--- src/rtl/positional_list_insert_delete_unit_macros.svh ---
// Assertion macros for the positional list unit.
`ifndef POSITIONAL_LIST_INSERT_DELETE_UNIT_MACROS_SVH
`define POSITIONAL_LIST_INSERT_DELETE_UNIT_MACROS_SVH

// Consequent must hold in the same cycle as the antecedent.
`define PAL_ASSERT_SAME(lbl, ante, cons, msg) \
  lbl: assert property (@(posedge clk_i) disable iff (!rst_ni) (ante) |-> (cons)) \
    else $error(msg);

// Consequent must hold in the cycle after the antecedent.
`define PAL_ASSERT_NEXT(lbl, ante, cons, msg) \
  lbl: assert property (@(posedge clk_i) disable iff (!rst_ni) (ante) |=> (cons)) \
    else $error(msg);

`endif

--- src/rtl/pal_pkg.sv ---
// Shared types and constants of the positional list unit.
`default_nettype none
package pal_pkg;

  localparam int unsigned Capacity    = 16;
  localparam int unsigned MaxCapacity = 64;
  localparam int unsigned IdxW        = $clog2(MaxCapacity);

  localparam int unsigned ReqTypeW  = 2;
  localparam int unsigned PositionW = 8;
  localparam int unsigned ValueW    = 32;
  localparam int unsigned StatusW   = 2;
  localparam int unsigned ItemIdxW  = 4;
  localparam int unsigned LengthW   = 5;

  typedef enum logic [ReqTypeW-1:0] {
    REQ_INSERT = 2'd0,
    REQ_DELETE = 2'd1,
    REQ_READ   = 2'd2
  } req_type_e;

  typedef enum logic [StatusW-1:0] {
    ST_OK     = 2'd0,
    ST_BEYOND = 2'd1,
    ST_FULL   = 2'd2,
    ST_EMPTY  = 2'd3
  } status_e;

  typedef enum logic [1:0] {
    CELL_HOLD   = 2'd0,
    CELL_INSERT = 2'd1,
    CELL_DELETE = 2'd2,
    CELL_ROTATE = 2'd3
  } cell_op_e;

  // Broadcast to every cell of the chain.
  typedef struct packed {
    cell_op_e            op;
    logic [IdxW-1:0]     at;
    logic [IdxW-1:0]     last;
  } cell_ctrl_t;

endpackage
`default_nettype wire

--- src/rtl/pal_req_if.sv ---
// Request channel: request type, position and value.
`default_nettype none
interface pal_req_if;
  logic                                 valid;
  logic                                 ready;
  logic [pal_pkg::ReqTypeW-1:0]         req_type;
  logic [pal_pkg::PositionW-1:0]        position;
  logic signed [pal_pkg::ValueW-1:0]    value;

  modport source (output valid, output req_type, output position, output value,
                  input ready);
  modport sink   (input valid, input req_type, input position, input value,
                  output ready);
endinterface
`default_nettype wire

--- src/rtl/pal_rsp_if.sv ---
// Result channel: status, read-out entry, length and end-of-run flag.
`default_nettype none
interface pal_rsp_if;
  logic                                 valid;
  logic                                 ready;
  logic [pal_pkg::StatusW-1:0]          status;
  logic signed [pal_pkg::ValueW-1:0]    item_value;
  logic [pal_pkg::ItemIdxW-1:0]         item_index;
  logic [pal_pkg::LengthW-1:0]          length;
  logic                                 last_of_run;

  modport source (output valid, output status, output item_value, output item_index,
                  output length, output last_of_run, input ready);
  modport sink   (input valid, input status, input item_value, input item_index,
                  input length, input last_of_run, output ready);
endinterface
`default_nettype wire

--- src/rtl/pal_cell.sv ---
// One list cell: holds an entry and shifts with its neighbours.
`default_nettype none
module pal_cell #(
  parameter int unsigned Idx = 0
) (
  input  wire                                  clk_i,
  input  wire pal_pkg::cell_ctrl_t             ctrl_i,
  input  wire logic signed [pal_pkg::ValueW-1:0] ins_value_i,
  input  wire logic signed [pal_pkg::ValueW-1:0] left_i,
  input  wire logic signed [pal_pkg::ValueW-1:0] right_i,
  input  wire logic signed [pal_pkg::ValueW-1:0] head_i,
  output logic signed [pal_pkg::ValueW-1:0]      data_o
);

  localparam logic [pal_pkg::IdxW-1:0] MyIdx = pal_pkg::IdxW'(Idx);

  logic signed [pal_pkg::ValueW-1:0] data_q, data_d;

  always_comb begin
    data_d = data_q;
    case (ctrl_i.op)
      pal_pkg::CELL_INSERT: begin
        if (MyIdx == ctrl_i.at) begin
          data_d = ins_value_i;
        end else if (MyIdx > ctrl_i.at) begin
          data_d = left_i;
        end
      end
      pal_pkg::CELL_DELETE: begin
        if (MyIdx >= ctrl_i.at) begin
          data_d = right_i;
        end
      end
      pal_pkg::CELL_ROTATE: begin
        // The tail of the live list takes the head back.
        if (MyIdx == ctrl_i.last) begin
          data_d = head_i;
        end else begin
          data_d = right_i;
        end
      end
      default: data_d = data_q;
    endcase
  end

  always_ff @(posedge clk_i) begin
    data_q <= data_d;
  end

  assign data_o = data_q;

endmodule
`default_nettype wire

--- src/rtl/positional_list_insert_delete_unit.sv ---
// Positional list unit: cell chain holding the list plus request control.
//
// Requests arrive on req_i (valid/ready), results leave on rsp_o through
// an output register. An insert or delete updates the cell chain
// and gives one result with last_of_run set; the next request is taken as
// soon as the output register is free, so with an unstalled receiver one
// request is accepted every cycle. A read-out gives one result per entry,
// one per cycle while the receiver takes them, by rotating the chain once
// around the live entries with the head cell feeding the output; it holds
// req_i off until the last entry is sent. A read-out of an empty list gives
// a single result with the empty status. An insert, a delete or an empty
// read-out registers its result from the request; a read-out of entries
// first enters S_READ. Reset empties the list; cell contents are not
// cleared and are only read below the length. While the receiver stalls,
// the pending result and the chain hold, and no further request is taken.
`default_nettype none
`include "positional_list_insert_delete_unit_macros.svh"
module positional_list_insert_delete_unit #(
  parameter int unsigned CAPACITY = pal_pkg::Capacity
) (
  input  wire       clk_i,
  input  wire       rst_ni,
  pal_req_if.sink   req_i,
  pal_rsp_if.source rsp_o
);

  localparam int unsigned CntW = $clog2(CAPACITY + 1);
  localparam int unsigned PW   = pal_pkg::PositionW + 1;

  typedef enum logic [1:0] {
    S_IDLE = 2'b01,
    S_READ = 2'b10
  } state_e;

  state_e                      state_q, state_d;
  logic [CntW-1:0]             count_q, count_d;
  logic [pal_pkg::IdxW-1:0]    rd_idx_q, rd_idx_d;

  logic                        out_valid_q, out_valid_d;
  pal_pkg::status_e            out_status_q, out_status_d;
  logic signed [pal_pkg::ValueW-1:0] out_value_q, out_value_d;
  logic [pal_pkg::ItemIdxW-1:0] out_index_q, out_index_d;
  logic [pal_pkg::LengthW-1:0] out_length_q, out_length_d;
  logic                        out_last_q, out_last_d;

  pal_pkg::cell_ctrl_t         ctrl;
  logic signed [pal_pkg::ValueW-1:0] cell_data [CAPACITY];

  logic                        out_free, accept, rd_last;
  logic [PW-1:0]               pos_eff, cnt_ext;
  pal_pkg::status_e            acc_status;
  logic [pal_pkg::IdxW-1:0]    tail_idx;

  assign out_free = !out_valid_q || rsp_o.ready;
  assign req_i.ready = (state_q == S_IDLE) && out_free;
  assign accept = req_i.valid && req_i.ready;

  // Position zero behaves as position two.
  assign pos_eff  = (req_i.position == '0) ? PW'(2) : PW'(req_i.position);
  assign cnt_ext  = PW'(count_q);
  assign tail_idx = pal_pkg::IdxW'(count_q - CntW'(1));
  assign rd_last  = (rd_idx_q == tail_idx);

  always_comb begin
    state_d      = state_q;
    count_d      = count_q;
    rd_idx_d     = rd_idx_q;
    out_valid_d  = out_valid_q && !rsp_o.ready;
    out_status_d = out_status_q;
    out_value_d  = out_value_q;
    out_index_d  = out_index_q;
    out_length_d = out_length_q;
    out_last_d   = out_last_q;
    acc_status   = pal_pkg::ST_OK;
    ctrl.op      = pal_pkg::CELL_HOLD;
    ctrl.at      = pal_pkg::IdxW'(pos_eff - PW'(1));
    ctrl.last    = tail_idx;

    case (state_q)
      S_IDLE: begin
        if (accept) begin
          case (req_i.req_type)
            pal_pkg::REQ_INSERT: begin
              if (count_q == '0) begin
                ctrl.op = pal_pkg::CELL_INSERT;
                ctrl.at = '0;
                count_d = CntW'(1);
              end else if (count_q == CntW'(CAPACITY)) begin
                acc_status = pal_pkg::ST_FULL;
              end else if (pos_eff > cnt_ext + PW'(1)) begin
                acc_status = pal_pkg::ST_BEYOND;
              end else begin
                ctrl.op = pal_pkg::CELL_INSERT;
                count_d = count_q + CntW'(1);
              end
            end
            pal_pkg::REQ_DELETE: begin
              if (count_q == '0) begin
                acc_status = pal_pkg::ST_EMPTY;
              end else if (pos_eff > cnt_ext) begin
                acc_status = pal_pkg::ST_BEYOND;
              end else begin
                ctrl.op = pal_pkg::CELL_DELETE;
                count_d = count_q - CntW'(1);
              end
            end
            pal_pkg::REQ_READ: begin
              if (count_q == '0) begin
                acc_status = pal_pkg::ST_EMPTY;
              end
            end
            default: acc_status = pal_pkg::ST_OK;
          endcase

          if (req_i.req_type == pal_pkg::REQ_READ && count_q != '0) begin
            state_d  = S_READ;
            rd_idx_d = '0;
          end else begin
            out_valid_d  = 1'b1;
            out_status_d = acc_status;
            out_value_d  = '0;
            out_index_d  = '0;
            out_length_d = pal_pkg::LengthW'(count_d);
            out_last_d   = 1'b1;
          end
        end
      end
      S_READ: begin
        if (out_free) begin
          // Emit the head entry and rotate the live part of the chain.
          ctrl.op      = pal_pkg::CELL_ROTATE;
          out_valid_d  = 1'b1;
          out_status_d = pal_pkg::ST_OK;
          out_value_d  = cell_data[0];
          out_index_d  = pal_pkg::ItemIdxW'(rd_idx_q);
          out_length_d = pal_pkg::LengthW'(count_q);
          out_last_d   = rd_last;
          rd_idx_d     = rd_idx_q + pal_pkg::IdxW'(1);
          if (rd_last) begin
            state_d = S_IDLE;
          end
        end
      end
      default: state_d = S_IDLE;
    endcase
  end

  always_ff @(posedge clk_i or negedge rst_ni) begin
    if (!rst_ni) begin
      state_q     <= S_IDLE;
      count_q     <= '0;
      rd_idx_q    <= '0;
      out_valid_q <= 1'b0;
    end else begin
      state_q     <= state_d;
      count_q     <= count_d;
      rd_idx_q    <= rd_idx_d;
      out_valid_q <= out_valid_d;
    end
  end

  always_ff @(posedge clk_i) begin
    out_status_q <= out_status_d;
    out_value_q  <= out_value_d;
    out_index_q  <= out_index_d;
    out_length_q <= out_length_d;
    out_last_q   <= out_last_d;
  end

  for (genvar i = 0; i < CAPACITY; i++) begin : g_cell
    logic signed [pal_pkg::ValueW-1:0] left, right;
    if (i == 0) begin : g_first
      assign left = req_i.value;
    end else begin : g_mid_l
      assign left = cell_data[i-1];
    end
    if (i == CAPACITY - 1) begin : g_end
      assign right = cell_data[i];
    end else begin : g_mid_r
      assign right = cell_data[i+1];
    end
    pal_cell #(
      .Idx(i)
    ) u_cell (
      .clk_i      (clk_i),
      .ctrl_i     (ctrl),
      .ins_value_i(req_i.value),
      .left_i     (left),
      .right_i    (right),
      .head_i     (cell_data[0]),
      .data_o     (cell_data[i])
    );
  end

  assign rsp_o.valid       = out_valid_q;
  assign rsp_o.status      = out_status_q;
  assign rsp_o.item_value  = out_value_q;
  assign rsp_o.item_index  = out_index_q;
  assign rsp_o.length      = out_length_q;
  assign rsp_o.last_of_run = out_last_q;

  `PAL_ASSERT_SAME(a_count_bound, 1'b1, count_q <= CntW'(CAPACITY), "list length above capacity")
  `PAL_ASSERT_NEXT(a_stall_holds, out_valid_q && !rsp_o.ready, $stable(count_q) && out_valid_q, "state moved while result stalled")
  `PAL_ASSERT_NEXT(a_read_ends, state_q == S_READ && out_free && rd_last, state_q == S_IDLE && out_last_q, "read-out did not end on last entry")
  `PAL_ASSERT_NEXT(a_read_no_write, state_q == S_READ, $stable(count_q), "length changed during read-out")

endmodule
`default_nettype wire
--- src/flat_wrapper.sv ---
// flat-port wrapper written by rule: the top's interface ports become plain ports
module positional_list_insert_delete_unit_flat 
#(
  parameter int unsigned CAPACITY = pal_pkg::Capacity
)
  (clk_i, rst_ni, req_i_valid, req_i_req_type, req_i_position, req_i_value, req_i_ready, rsp_o_valid, rsp_o_status, rsp_o_item_value, rsp_o_item_index, rsp_o_length, rsp_o_last_of_run, rsp_o_ready);
  pal_req_if req_i_i ();
  pal_rsp_if rsp_o_i ();
  input  wire clk_i;
  input  wire rst_ni;
  input wire logic [$bits(req_i_i.valid)-1:0] req_i_valid;
  input wire logic [$bits(req_i_i.req_type)-1:0] req_i_req_type;
  input wire logic [$bits(req_i_i.position)-1:0] req_i_position;
  input wire logic [$bits(req_i_i.value)-1:0] req_i_value;
  output wire logic [$bits(req_i_i.ready)-1:0] req_i_ready;
  output wire logic [$bits(rsp_o_i.valid)-1:0] rsp_o_valid;
  output wire logic [$bits(rsp_o_i.status)-1:0] rsp_o_status;
  output wire logic [$bits(rsp_o_i.item_value)-1:0] rsp_o_item_value;
  output wire logic [$bits(rsp_o_i.item_index)-1:0] rsp_o_item_index;
  output wire logic [$bits(rsp_o_i.length)-1:0] rsp_o_length;
  output wire logic [$bits(rsp_o_i.last_of_run)-1:0] rsp_o_last_of_run;
  input wire logic [$bits(rsp_o_i.ready)-1:0] rsp_o_ready;
  assign req_i_i.valid = req_i_valid;
  assign req_i_i.req_type = req_i_req_type;
  assign req_i_i.position = req_i_position;
  assign req_i_i.value = req_i_value;
  assign req_i_ready = req_i_i.ready;
  assign rsp_o_valid = rsp_o_i.valid;
  assign rsp_o_status = rsp_o_i.status;
  assign rsp_o_item_value = rsp_o_i.item_value;
  assign rsp_o_item_index = rsp_o_i.item_index;
  assign rsp_o_length = rsp_o_i.length;
  assign rsp_o_last_of_run = rsp_o_i.last_of_run;
  assign rsp_o_i.ready = rsp_o_ready;
  positional_list_insert_delete_unit #(.CAPACITY(CAPACITY)) u_core (.clk_i(clk_i), .rst_ni(rst_ni), .req_i(req_i_i), .rsp_o(rsp_o_i));
endmodule
--- config.mk ---
export PLATFORM = sky130hd
export DESIGN_NAME = positional_list_insert_delete_unit_flat
export DESIGN_NICKNAME = d
export VERILOG_FILES = /design/src/rtl/pal_pkg.sv /design/src/rtl/pal_req_if.sv /design/src/rtl/pal_rsp_if.sv /design/src/rtl/pal_cell.sv /design/src/rtl/positional_list_insert_delete_unit.sv /design/src/flat_wrapper.sv
export VERILOG_INCLUDE_DIRS = /design/src /design/src/rtl
export SDC_FILE = /design/constraint.sdc
export NUM_CORES = 2
export LEC_CHECK = 0
export ABC_AREA = 1
export BUFFER_PORTS_ARGS = -buffer_cell sky130_fd_sc_hd__buf_2
export CAP_MARGIN = 20
export CORE_ASPECT_RATIO = 0.75
export CORE_MARGIN = 2
export CORE_UTILIZATION = 37
export CTS_CLUSTER_DIAMETER = 100
export CTS_CLUSTER_SIZE = 25
export DETAILED_ROUTE_END_ITERATION = 6
export MAX_ROUTING_LAYER = met4
export SYNTH_ARGS = -nofsm -noshare
export SYNTH_HDL_FRONTEND = slang
export SYNTH_SLANG_ARGS = --single-unit
--- constraint.sdc ---
create_clock -name clk_i -period 9.2 [get_ports clk_i]
set_input_delay 0.46 -clock clk_i [delete_from_list [all_inputs] [get_ports clk_i]]
set_output_delay 0.46 -clock clk_i [all_outputs]
set_load 0.1 [all_outputs]
After elaboration in Yosys (flattened, before gate mapping). Cells that the tools add are included.

Bits in registers: 570. Latch bits: 0. Memory bits (writable): 0. Memory bits (read-only): 0. Bits of input ports: 46. Word-level logic and storage cells: 315. Memories kept: 0.

$add $sub $neg: 6. Multipliers: 0. Divide/modulo/power cells: 0. $lt $le $gt $ge: 33. Equal/unequal tests: 77. Shift-type cells: 0. Mux-type cells: 138. Bitwise operators: 0. Reductions and logical operators: 36.

Operator list (count): 2-to-1 mux 32 bit (66); case mux 32 bit (3 select lines) (15); case mux 32 bit (2 select lines) (2); == test 4 x 6 -> 1 bit, first input constant (16); == test 3 x 6 -> 1 bit, first input constant (8); greater-than comparator 4 x 6 -> 1 bit, first input constant (8); inequality test 3 bit, second input constant (16); AND reduction 3 bit (15); greater-or-equal comparator 4 x 6 -> 1 bit, first input constant (7); 2-to-1 mux 5 bit (8); inequality test 2 bit, second input constant (19); 2-to-1 mux 6 bit (6); 2-to-1 mux 2 bit (16); == test 2 x 6 -> 1 bit, first input constant (4); greater-or-equal comparator 3 x 6 -> 1 bit, first input constant (4); greater-than comparator 3 x 6 -> 1 bit, first input constant (4); case mux 5 bit (2 select lines) (2); 2-to-1 mux 8 bit (2); case mux 2 bit (2 select lines) (4); AND reduction 4 bit (4); == test 1 x 6 -> 1 bit, first input constant (2); greater-or-equal comparator 1 x 6 -> 1 bit, first input constant (2); greater-or-equal comparator 2 x 6 -> 1 bit, first input constant (2); greater-than comparator 1 x 6 -> 1 bit, first input constant (2); 31 further kinds (56).

Longest topological paths before layout.
Depth after elaboration: 13. Gate-level depth with buffers: 21. Gate-level depth less buffers: 20.

Modules after synthesis. Synthesis repeated with hierarchy kept, for this count alone.

Cells, all modules: 6973. Area, all modules: 47161.5 um^2.

Modules (own cells, without submodules): positional_list_insert_delete_unit (instances 1, cells each 408, area an instance 3457.1 um^2, sequential area each 1672.9 um^2); pal_cell at u_core.g_cell[5].u_cell (instances 1, cells each 465, area an instance 3007.9 um^2, sequential area each 960.9 um^2); pal_cell at u_core.g_cell[12].u_cell (instances 1, cells each 456, area an instance 2945.3 um^2, sequential area each 960.9 um^2); pal_cell at u_core.g_cell[11].u_cell (instances 1, cells each 457, area an instance 2942.8 um^2, sequential area each 960.9 um^2); pal_cell at u_core.g_cell[8].u_cell (instances 1, cells each 455, area an instance 2941.6 um^2, sequential area each 960.9 um^2); pal_cell at u_core.g_cell[0].u_cell (instances 1, cells each 456, area an instance 2922.8 um^2, sequential area each 960.9 um^2); pal_cell at u_core.g_cell[7].u_cell (instances 1, cells each 457, area an instance 2921.6 um^2, sequential area each 960.9 um^2); pal_cell at u_core.g_cell[14].u_cell (instances 1, cells each 460, area an instance 2912.8 um^2, sequential area each 960.9 um^2); pal_cell at u_core.g_cell[13].u_cell (instances 1, cells each 456, area an instance 2861.5 um^2, sequential area each 960.9 um^2); pal_cell at u_core.g_cell[15].u_cell (instances 1, cells each 427, area an instance 2798.9 um^2, sequential area each 960.9 um^2); pal_cell at u_core.g_cell[4].u_cell (instances 1, cells each 393, area an instance 2645.0 um^2, sequential area each 960.9 um^2); pal_cell at u_core.g_cell[6].u_cell (instances 1, cells each 398, area an instance 2608.8 um^2, sequential area each 960.9 um^2); pal_cell at u_core.g_cell[3].u_cell (instances 1, cells each 336, area an instance 2531.2 um^2, sequential area each 960.9 um^2); pal_cell at u_core.g_cell[1].u_cell (instances 1, cells each 335, area an instance 2451.1 um^2, sequential area each 960.9 um^2); +3 rows.

Worst setup path after synthesis. No wires, ideal clock.

Path type: flip-flop to flip-flop. From: register u_core.count_q[0]. To: register u_core.g_cell[15].u_cell.data_q (netlist bit u_core.g_cell[15].u_cell.data_o[0]), enable pin. Library setup time: 0.466 ns. Arrival: 4.562 ns. Required time: 8.734 ns. Path slack: 4.173 ns. Cell stages (with the launch flop): 18. Path buffers: 2. Period minus slack after synthesis: 5.027 ns. Cells stage by stage: dfrtp_1 -> buf_4 -> inv_1 -> ha_1 -> inv_1 -> ha_1 -> nand2_1 -> nand2_1 -> nand2_1 -> nand2_1 -> nand2_1 -> nand2_1 -> nand3_1 -> nand2_1 -> nand2_1 -> nand3_4 -> buf_1 -> o21ai_0.

Cells in the longest elaborated chain, start to end: 11.

Ends and longest elaborated chain: start: declaration (RTL line positional_list_insert_delete_unit.sv:36) `logic [CntW-1:0] count_q, count_d;`; start signal: assignment (RTL line positional_list_insert_delete_unit.sv:156) `count_q <= count_d;`; adder 5 x 1 -> 6 bit (RTL line positional_list_insert_delete_unit.sv:90) `end else if (pos_eff > cnt_ext + PW'(1)) begin`; greater-than comparator 8 x 6 -> 1 bit (RTL line positional_list_insert_delete_unit.sv:90); 2-to-1 mux 1 bit (RTL line positional_list_insert_delete_unit.sv:90); 2-to-1 mux 2 bit (RTL line positional_list_insert_delete_unit.sv:88) `end else if (count_q == CntW'(CAPACITY)) begin`; 2-to-1 mux 2 bit (RTL line positional_list_insert_delete_unit.sv:84) `if (count_q == '0) begin`; case mux 2 bit (2 select lines) (RTL line positional_list_insert_delete_unit.sv:82) `case (req_i.req_type)`; 2-to-1 mux 8 bit (RTL line positional_list_insert_delete_unit.sv:81) `if (accept) begin`; case mux 2 bit (2 select lines) (RTL line positional_list_insert_delete_unit.sv:79) `case (state_q)`; == test 2 x 1 -> 1 bit / == test 2 bit (equally long branches) (RTL line pal_cell.sv:21) `case (ctrl_i.op)`; inequality test 3 bit (no source line) (tied with other cells); AND reduction 3 bit (no source line) (*); end signal: assignment (RTL line pal_cell.sv:47) `data_q <= data_d;`; end: declaration (RTL line pal_cell.sv:17) `logic signed [pal_pkg::ValueW-1:0] data_q, data_d;`.

Every way passes the cells marked *; elsewhere a longest branch is shown, timed or not. A chain may end at the register's enable or synchronous reset.

Worst setup path after layout.
From: register u_core.count_q[0]. To: register u_core.g_cell[8].u_cell.data_q (netlist bit u_core.g_cell[8].u_cell.data_o[30]), data pin.

Cells in the longest elaborated chain, start to end: 10.

Ends and longest elaborated chain (RTL line): adder 5 x 1 -> 6 bit (positional_list_insert_delete_unit.sv:90); greater-than comparator 8 x 6 -> 1 bit (positional_list_insert_delete_unit.sv:90); 2-to-1 mux 1 bit (positional_list_insert_delete_unit.sv:90); 2-to-1 mux 2 bit (positional_list_insert_delete_unit.sv:88); 2-to-1 mux 2 bit (positional_list_insert_delete_unit.sv:84); case mux 2 bit (2 select lines) (positional_list_insert_delete_unit.sv:82); 2-to-1 mux 8 bit (positional_list_insert_delete_unit.sv:81); case mux 2 bit (2 select lines) (positional_list_insert_delete_unit.sv:79); == test 2 bit / == test 2 x 1 -> 1 bit (equally long branches) (pal_cell.sv:21); case mux 32 bit (3 select lines) (*) (pal_cell.sv:21); named net u_core.g_cell[8].u_cell.data_d, one bit (pal_cell.sv:17); end signal: assignment (pal_cell.sv:47); end: declaration (pal_cell.sv:17).

The timed path passes the listed nets; every way through them passes the cells marked *.

==> run metrics <==
outcome finished, violations left; violated checks DRC; clk root buf clkbuf_16; post-route clock period utilization 0.647; Resized Gates After CTS 0; fin crit period 5.95 ns; fill cell count 11,500; Syn. warnings 0; commonest non-fill, non-tap cells in the layout nand2_1 (1,924), nand3_1 (1,383), inv_1 (576); Rel. slew slack 0.191; crit-path cells inv_1 > ha_1 > nor3_1 > nand4_1 > nand2_2 > nand3_1 > nand2_4 > buf_4 > nand3_4 > buf_4 > inv_8 > buf_12 > nand2_1 > nand3_1; row count 105; final setup TNS 0 ns; Crit path arrival time 6.47 ns; drc violations 2; Crit path buffers/inverters 5; number of DRC markers in iteration 0 8,112; GRT overflow 0; Die Footprint 113,000 um^2; RSZ-0062 raised after global routing false; footprint of the multi-input gates 19,400 um^2; most common cell after layout, fill and taps aside nand2_1; HPWL Detailed 97,400 um; global-route wire length before repair 255,000 um; post-synth cell types 44; final antenna-violating net count 0; vias in the first global route 37,900; slowest cell on the critical path buf_4; R2R depth 14; Setup Fix Bufs, Post-CTS 0; Die X 387 um; worst skew pair latency 0.68 ns; Post-synth EDFFs 556; Max Fclk 168 MHz; Yosys reg bits 570; Post-synth ARST share 0.0246; Worst setup EP type flop; WHS Endpoint u_core.g_cell[0].u_cell.data_o[6]; max_cap viols 0; layout cells sized above 1 0.0529; total global-route track usage 0.304; via count 42,800; RD Place Congestion 0.904; slowest cell delay on critical path 0.86 ns; Pwr Density 219 nW/um^2; Hold Worst Slack 0.0924 ns; antenna violations before repair 2; reg2reg end u_core.g_cell[8].u_cell.data_o[30]; Hold-fix buffers, CTS 1; critical-path maximum fanout 127; vias per inst 6.09; Lkg Pwr 0.0191 uW; final hold viol count 0; Nets 5,636; clock skew 0.0502 ns; top post-synthesis cells by area edfxtp_1 (41%), nand2_1 (18%), nand3_1 (17%), o21ai_0 (6.1%), inv_1 (5.3%); Worst path top cell family by delay buffers and inverters; DR WL/cell 24.7 um; Storage cell area 17,000 um^2; TritonCTS clock tree yes; area fraction of the dominant cell type after synthesis 0.409; CP Class flop to flop; sequential fraction of the synthesis area 0.418; clock buffers created by TritonCTS 27; CP Data Required Time 9.72 ns; Synth area leader edfxtp_1; depth of the CTS H-tree 1; Slew Limit Fails 0; port bufs 91; final WL 173,000 um; worst slew pin tran 1.21 ns; I/O pin total 92; Design Area, Final 42,600 um^2; chip height 291 um; initial core utilization 0.373; core area 109,000 um^2; worst hold start req_i_value[6]; peak supply drop 0.000250 V; Syn Area/Cell 6.95 um^2; TritonRoute pass-1 iters 7; Mapped Area 40,800 um^2; placed cell area 41,800 um^2; area grow syn2layout 4.49%; Critical Path Source Type flop; clk buf depth 3; clock tree sinks 570; cells after synthesis 5,866; hold depth 3; largest net degree at the start of global routing 147; Synth Net Count 5,933; R2R Setup Slk 3.25 ns; setup violators final 0; top_reg_cell synth edfxtp_1; HP Class input pin to flop; Clock transition at path regs 0.12 ns; worst r2r src u_core.count_q[0]
==> worst register-to-register path, stage by stage, from the launching register on <==
cell and delay, ns:
dfrtp_1 0.58, inv_1 0.22, ha_1 0.35, nor3_1 0.18, nand4_1 0.17, nand2_2 0.20
nand3_1 0.20, nand2_4 0.14, buf_4 0.86, nand3_4 0.81, buf_4 0.52, inv_8 0.52
buf_12 0.69, nand2_1 0.20, nand3_1 0.14
==> flip-flops by register name, summed over array words and instances, names as in the netlist <==
signal,flops
u_core.rsp_o.valid,1
u_core.count_q,5
u_core.rsp_o.item_value,32
u_core.rsp_o.length,5
u_core.rsp_o.last_of_run,1
u_core.g_cell.u_cell.data_o,512
u_core.rd_idx_q,6
u_core.state_q,2
u_core.rsp_o.status,2
u_core.rsp_o.item_index,4
==> worst max-delay path by stage <==
stage                           start                                   to  slack, ns  cells after the start
finish              u_core.count_q[0]   u_core.g_cell[8].u_cell.data_o[30]       3.25                     14
global route        u_core.count_q[0]  u_core.g_cell[10].u_cell.data_o[18]       3.08                     14
CTS                 u_core.count_q[0]   u_core.g_cell[6].u_cell.data_o[20]       3.47                     14
detailed placement  req_i_position[0]   u_core.g_cell[6].u_cell.data_o[20]       3.30                     23
global placement    req_i_position[0]   u_core.g_cell[7].u_cell.data_o[12]       3.27                     23
floorplan           u_core.count_q[0]   u_core.g_cell[15].u_cell.data_o[0]       4.17                     17
==> layer usage <==
layer	vias up	share of wire	track usage
li1	18900	-	-
met1	20000	0.41	0.439
met2	3399	0.39	0.411
met3	416	0.16	0.0772
met4	0	0.037	0.0979
met5	-	0	-
==> per-stage QoR <==
step           instances  worst slack, ns   util  power, uW
2_1_floorplan       5866             4.17      -       6550
3_3_place_gp        6978             3.27  0.382       7660
3_5_place_dp        6981             3.30  0.382       7710
4_1_cts             7022             3.47  0.389       9190
5_1_grt             7025             3.08  0.390       9660
6_report            7027             3.25  0.390       9320
==> final cells by class <==
type	count	area share
sequential	570	0.400
clock buffer	37	0.0170
tap	1444	0.0424
antenna	3	0.000176
timing repair buffer	184	0.0310
clock inverter	3	0.000822
inverter	590	0.0523
multi-input combinational	4196	0.456
==> report_power, final <==
part	internal [uW]	total (uW)	switching (uW)
combinational	868	4240	3370
sequential	3360	3550	189
clock	562	1530	971
==> cell usage after synthesis, drive strengths merged (2+ instances only) <==
master / n
ha: 21
o21ai: 531
inv: 589
nand2: 1950
dfrtp: 13
o21bai: 2
xnor2: 4
a211oi: 3
a21oi: 11
buf: 270
nor3b: 2
nand3: 1389
nand4: 210
nor3: 7
nor2: 55
clkbuf: 240
edfxtp: 556
xor2: 6
==> cells by family (layout without fill, tap and decap cells) <==
group | count (synthesis) | after routing | synth area share
other | 0 | 3 | 0
flip-flops | 570 | 570 | 0.418
XOR/XNOR | 10 | 10 | 0.00233
buffers and inverters | 1100 | 814 | 0.110
AND/OR/NAND/NOR | 3615 | 3615 | 0.394
adder cells (fa/ha/maj) | 21 | 21 | 0.00644
AO/OA/AOI/OAI | 550 | 550 | 0.0687
Power figures use the tool's default switching activity.
